### src/spq_pkg.sv
package spq_pkg;

  localparam int unsigned ValW    = 32;
  localparam int unsigned StatusW = 2;
  localparam int unsigned CountW  = 5;

  localparam logic FuncEnq = 1'b0;
  localparam logic FuncDeq = 1'b1;

  localparam logic [StatusW-1:0] StatusOk        = 2'd0;
  localparam logic [StatusW-1:0] StatusOverflow  = 2'd1;
  localparam logic [StatusW-1:0] StatusUnderflow = 2'd2;

  typedef struct packed {
    logic                   func;
    logic signed [ValW-1:0] value;
  } spq_in_t;

  typedef struct packed {
    logic [StatusW-1:0]     status;
    logic signed [ValW-1:0] removed_value;
    logic [CountW-1:0]      count;
  } spq_out_t;

  // broadcast to every cell of the chain
  typedef struct packed {
    logic                   enq;
    logic                   deq;
    logic signed [ValW-1:0] value;
  } spq_ctrl_t;

endpackage

### src/sorted_array_priority_queue.sv
// channel   | ports                   | transaction
// ----------+-------------------------+-------------------------------------------
// command   | start, busy, cmd_i      | accepted on clk edge with start && !busy
// result    | done_o, res_o           | one cycle strobe, no back pressure
//
// every command's result shows on res_o with done_o in the cycle after
// acceptance, and busy stays low so a command can enter every cycle, since
// all cells of the chain compare and shift at once
// reset clears the fill count and the result strobe; cell contents are not reset
// the receiver cannot stall, so results are never held back
module sorted_array_priority_queue
  import spq_pkg::*;
#(
  parameter int unsigned DEPTH = 16
) (
  input  logic     clk_i,
  input  logic     rst_ni,
  input  logic     start,
  output logic     busy,
  input  spq_in_t  cmd_i,
  output logic     done_o,
  output spq_out_t res_o
);

  localparam int unsigned CntW = $clog2(DEPTH + 1);

  logic [CntW-1:0] count_q, count_d;
  logic            done_q;
  spq_out_t        res_q, res_d;
  logic            accept;
  logic            full, empty;
  spq_ctrl_t       ctrl;

  logic signed [ValW-1:0] cell_val [DEPTH];
  logic                   cell_ge  [DEPTH];

  // busy is tied low, never stalls the sender
  assign busy   = 1'b0;
  assign accept = start && !busy;
  assign full   = (count_q == CntW'(DEPTH));
  assign empty  = (count_q == '0);

  assign ctrl.enq   = accept && (cmd_i.func == FuncEnq) && !full;
  assign ctrl.deq   = accept && (cmd_i.func == FuncDeq) && !empty;
  assign ctrl.value = cmd_i.value;

  // chain of cells, head at index zero
  for (genvar i = 0; i < DEPTH; i++) begin : g_cell
    logic signed [ValW-1:0] left_val, right_val;
    logic                   left_ge;
    logic                   occ;

    assign occ = (CntW'(i) < count_q);

    if (i == 0) begin : g_head
      assign left_val = '0;
      assign left_ge  = 1'b0;
    end else begin : g_body
      assign left_val = cell_val[i-1];
      assign left_ge  = cell_ge[i-1];
    end

    if (i == DEPTH - 1) begin : g_tail
      assign right_val = '0;
    end else begin : g_mid
      assign right_val = cell_val[i+1];
    end

    spq_cell u_cell (
      .clk_i      (clk_i),
      .ctrl_i     (ctrl),
      .first_i    (i == 0),
      .occ_i      (occ),
      .left_val_i (left_val),
      .left_ge_i  (left_ge),
      .right_val_i(right_val),
      .val_o      (cell_val[i]),
      .ge_o       (cell_ge[i])
    );
  end

  // fill count and result for the accepted transaction
  always_comb begin
    count_d             = count_q;
    res_d               = res_q;
    if (accept) begin
      res_d.status        = StatusOk;
      res_d.removed_value = '0;
      if (cmd_i.func == FuncEnq) begin
        if (full) begin
          res_d.status = StatusOverflow;
        end else begin
          count_d = count_q + 1'b1;
        end
      end else begin
        if (empty) begin
          res_d.status = StatusUnderflow;
        end else begin
          res_d.removed_value = cell_val[0];
          count_d             = count_q - 1'b1;
        end
      end
      // count port keeps only its low bits for wide depths
      res_d.count = CountW'(count_d);
    end
  end

  always_ff @(posedge clk_i or negedge rst_ni) begin
    if (!rst_ni) begin
      count_q <= '0;
      done_q  <= 1'b0;
    end else begin
      count_q <= count_d;
      done_q  <= accept;
    end
  end

  always_ff @(posedge clk_i) begin
    res_q <= res_d;
  end

  assign done_o = done_q;
  assign res_o  = res_q;

endmodule

### src/spq_cell.sv
module spq_cell
  import spq_pkg::*;
(
  input  logic                   clk_i,
  input  spq_ctrl_t              ctrl_i,
  input  logic                   first_i,
  input  logic                   occ_i,
  input  logic signed [ValW-1:0] left_val_i,
  input  logic                   left_ge_i,
  input  logic signed [ValW-1:0] right_val_i,
  output logic signed [ValW-1:0] val_o,
  output logic                   ge_o
);

  logic signed [ValW-1:0] val_q, val_d;

  // held value stays ahead of an equal newcomer
  assign ge_o  = occ_i && (val_q >= ctrl_i.value);
  assign val_o = val_q;

  always_comb begin
    val_d = val_q;
    if (ctrl_i.enq) begin
      if (!ge_o) begin
        if (first_i || left_ge_i) begin
          val_d = ctrl_i.value;
        end else begin
          val_d = left_val_i;
        end
      end
    end else if (ctrl_i.deq) begin
      val_d = right_val_i;
    end
  end

  always_ff @(posedge clk_i) begin
    val_q <= val_d;
  end

endmodule

### config.mk
export PLATFORM = sky130hd
export DESIGN_NAME = sorted_array_priority_queue
export DESIGN_NICKNAME = d
export VERILOG_FILES = /design/src/spq_pkg.sv /design/src/sorted_array_priority_queue.sv /design/src/spq_cell.sv
export SDC_FILE = /design/constraint.sdc
export NUM_CORES = 2
export LEC_CHECK = 0
export ABC_AREA = 1
export BUFFER_PORTS_ARGS = -buffer_cell sky130_fd_sc_hd__buf_4
export CAP_MARGIN = 20
export CORE_UTILIZATION = 60
export CTS_CLUSTER_SIZE = 40
export DETAILED_ROUTE_END_ITERATION = 8
export GPL_TIMING_DRIVEN = 0
export HOLD_SLACK_MARGIN = 0.12
export MAX_ROUTING_LAYER = met4
export PLACE_DENSITY_LB_ADDON = 0.08
export RECOVER_POWER = 50
export SLEW_MARGIN = 20
export SYNTH_ARGS = -nofsm -noshare
export SYNTH_HDL_FRONTEND = slang
export SYNTH_SLANG_ARGS = --single-unit
### constraint.sdc
create_clock -name clk_i -period 8.3 [get_ports clk_i]
set_input_delay 2.075 -clock clk_i [delete_from_list [all_inputs] [get_ports clk_i]]
set_output_delay 2.075 -clock clk_i [all_outputs]
set_load 0.01 [all_outputs]
==> summary.txt <==
STA
  • Setup Viol. Count Final: 0
  • Post-route minimum period: 6.572 ns
  • Worst-margin pin slew: 2.503 ns
  • Final Skew: 0.01961 ns
  • Final Hold Fails: 0
  • Slew Limit Headroom: -66.88%
  • Pins Over Slew Limit: 44
  • Period utilisation layout: 79.18%
  • Final hold slack: 0.5386 ns
  • RSZ-0062 raised after global routing: no
  • Final TNS setup: 0 ns
  • Max Clk Rate: 152.2 MHz

Critical path
  • R2R Path Start: count_q[0]$_DFFE_PN0P_
  • WS Path Type: input pin to register
  • CP required: 8.52 ns
  • CP Capture Type: register
  • Crit path from: start
  • Worst-path maximum fanout: 43
  • Startpoint class of the critical path: input pin
  • Critical Path AT: 6.80 ns

Status
  • Status: finished with violations
  • Failing checks: capacitance limit, slew limit

Synthesis
  • Main synth FF type: edfxtp_1
  • Syn Area/Cell: 7.485 µm²
  • Top cells by area, synth: edfxtp_1, nand2_1, ha_1
  • Netlist cell types: 44
  • Synth area leader: edfxtp_1
  • Synth Net Count: 6,122
  • #FFs+latches synth: 557
  • Post-synth EDFFs: 551
  • Seq/Total Area, Yosys: 40.04%
  • Synth warnings: 0
  • Cells after Synth: 5,571
  • Area share of the largest cell type after synthesis: 39.68%
  • Synthesized area: 41,700 µm²
  • FFs w/ async S/R, synth: 1.077%

Global route
  • Vias in the first global route: 33,520
  • Total gr overflow: 0
  • Overall Global Routing Usage: 34.08%
  • Initial antenna violation count: 1
  • Largest net degree at the start of global routing: 44
  • First-pass GRT wire length: 179.4 mm

Cells and area
  • Nets: 6,268
  • Area Growth Syn to Fin: 8.308%
  • Commonest non-fill, non-tap cell in the layout: nand2_1
  • Share of layout cells above drive strength 1: 5.292%
  • Antenna cell count: 0
  • Commonest cells after routing, fill and taps aside: nand2_1, inv_1, edfxtp_1

Floorplan
  • Num ports: 77
  • Die Span Y: 265.6 µm
  • Die area: 70,560 µm²
  • Row cnt: 96
  • Starting density of the core: 60.70%
  • Die Width: 265.6 µm
  • Core area: 68,710 µm²

Clock network
  • Longest Clk Path Bufs: 3
  • TritonCTS Buffers: 68
  • Clk Latency, worst-skew pair: 0.61 ns
  • H-tree Lvls: 3
  • Clk sink count: 557
  • CTS tree: done
  • CTS resizes: 0
  • CTS clk-pin slew, worst paths: 0.06 ns
  • Cts hold-fix bufs: 0
  • Post-CTS Setup Bufs: 0
  • CTS root buf: clkbuf_16

Power and ir drop
  • P_leak: 25.40 nW
  • PwrDens: 289.2 nW/µm²
  • Design Power: 13.06 mW
  • Max IR drop VDD: 165.1 µV

Flow run
  • Max Cap Viol: 1

Place
  • Placer congestion estimate: 0.9520
  • HPWL after DPL: 95.94 mm
  • PortBufs: 75

Routing
  • Vias per std cell: 5.235
  • DR pass1 iterations: 8
  • DRC viols: 0
  • Final WL: 116.3 mm
  • 1st-iter DRT viols: 2,845
  • Antenna Nets Post-Route: 0
  • Via count: 35,040
  • Wire per inst: 17.38 µm

Worst hold path
  • Min-delay src: g_cell[8].u_cell.val_o[0]$_DFFE_PP_
  • Worst hold path class: register to register
logic make-up (layout without fill, tap and decap cells):
group / count (synthesis) / after routing / synth area share [%]
AND/OR/NAND/NOR: 3270 / 3270 / 30.60
AO/OA/AOI/OAI: 401 / 401 / 5.425
flip-flops: 557 / 557 / 40.04
buffers and inverters: 824 / 1016 / 8.410
other: 1 / 1 / 0.008993
XOR/XNOR: 3 / 3 / 0.06302
adder cells (fa/ha/maj): 515 / 515 / 15.45
state kept, by name, summed over array words and instances, names as in the netlist:
signal and cells:
done_o 1, g_cell.u_cell.val_o 512, count_q 5, res_o 39
synthesized netlist by cell type, types with 4 or more instances:
| cell type | number |
|---|---|
| nand2_1 | 2888 |
| inv_1 | 626 |
| edfxtp_1 | 551 |
| ha_1 | 515 |
| a21oi_1 | 230 |
| nor2_1 | 185 |
| buf_2 | 91 |
| nand3_1 | 85 |
| o21ai_0 | 80 |
| clkbuf_1 | 51 |
| nand2_2 | 47 |
| nand4_1 | 39 |
| buf_4 | 31 |
| a21oi_2 | 30 |
| o21a_1 | 30 |
| buf_6 | 18 |
| a21o_1 | 17 |
| dfrtp_1 | 6 |
| nand2_4 | 5 |
| nor3_1 | 5 |
| o21ai_1 | 5 |
| nor2_2 | 4 |
per-stage QoR:
stage	worst slack, ns	utilization (%)	instances	instance area, µm²
final	1.728	65.74	6694	45170
after floorplan	2.800	-	5571	41700
after global routing	1.444	65.74	6694	45170
after CTS	2.951	66.18	6694	45470
after global placement	1.119	63.21	6577	43430
after detailed placement	2.326	63.32	6578	43510
path summary, 6_finish.rpt:
path | end | slack, ns | cells after the start
max reg2reg | g_cell[13].u_cell.val_o[7]$_DFFE_PP_ | 3.98 | 9
max | g_cell[13].u_cell.val_o[7]$_DFFE_PP_ | 1.73 | 9
min | g_cell[7].u_cell.val_o[0]$_DFFE_PP_ | 0.54 | 2
min reg2reg | g_cell[7].u_cell.val_o[0]$_DFFE_PP_ | 0.54 | 2
min in group asynchronous | count_q[0]$_DFFE_PN0P_ | 1.34 | 1
max in group asynchronous | count_q[3]$_DFFE_PN0P_ | 6.68 | 1
layout make-up:
cell class              count  area, µm²
fillers                  6323      23540
multi-input cells        4190      21470
flip-flops and latches    557      16700
inverters                 629       2361
clock buffers              92       1856
well taps                 931       1165
plain buffers             195       1082
repair buffers             76      429.2
clock inverters            24      107.6
layer usage:
layer	vias to the layer above	wire (µm)	track usage, %
met4	0	4668	13.28
met1	15780	50180	43.99
li1	18000	-	-
met5	-	0	-
met3	207	7885	3.407
met2	1054	53620	55.42
worst max-delay path, cell delays in order:
cell	delay, ns
clkbuf_1	1.73
inv_1	0.09
nor2_1	0.17
nand2_1	0.20
inv_1	0.36
clkbuf_1	0.90
nand2_2	0.33
buf_4	0.28
nand2_2	0.57
power breakdown:
group          internal (mW)  switching (mW)  leakage (nW)
sequential              4.34           0.560          5.40
clock                   1.56            1.22         0.955
combinational           1.83            3.56          19.1
total                   7.73            5.34          25.4
(Power assumes the default switching activity.)
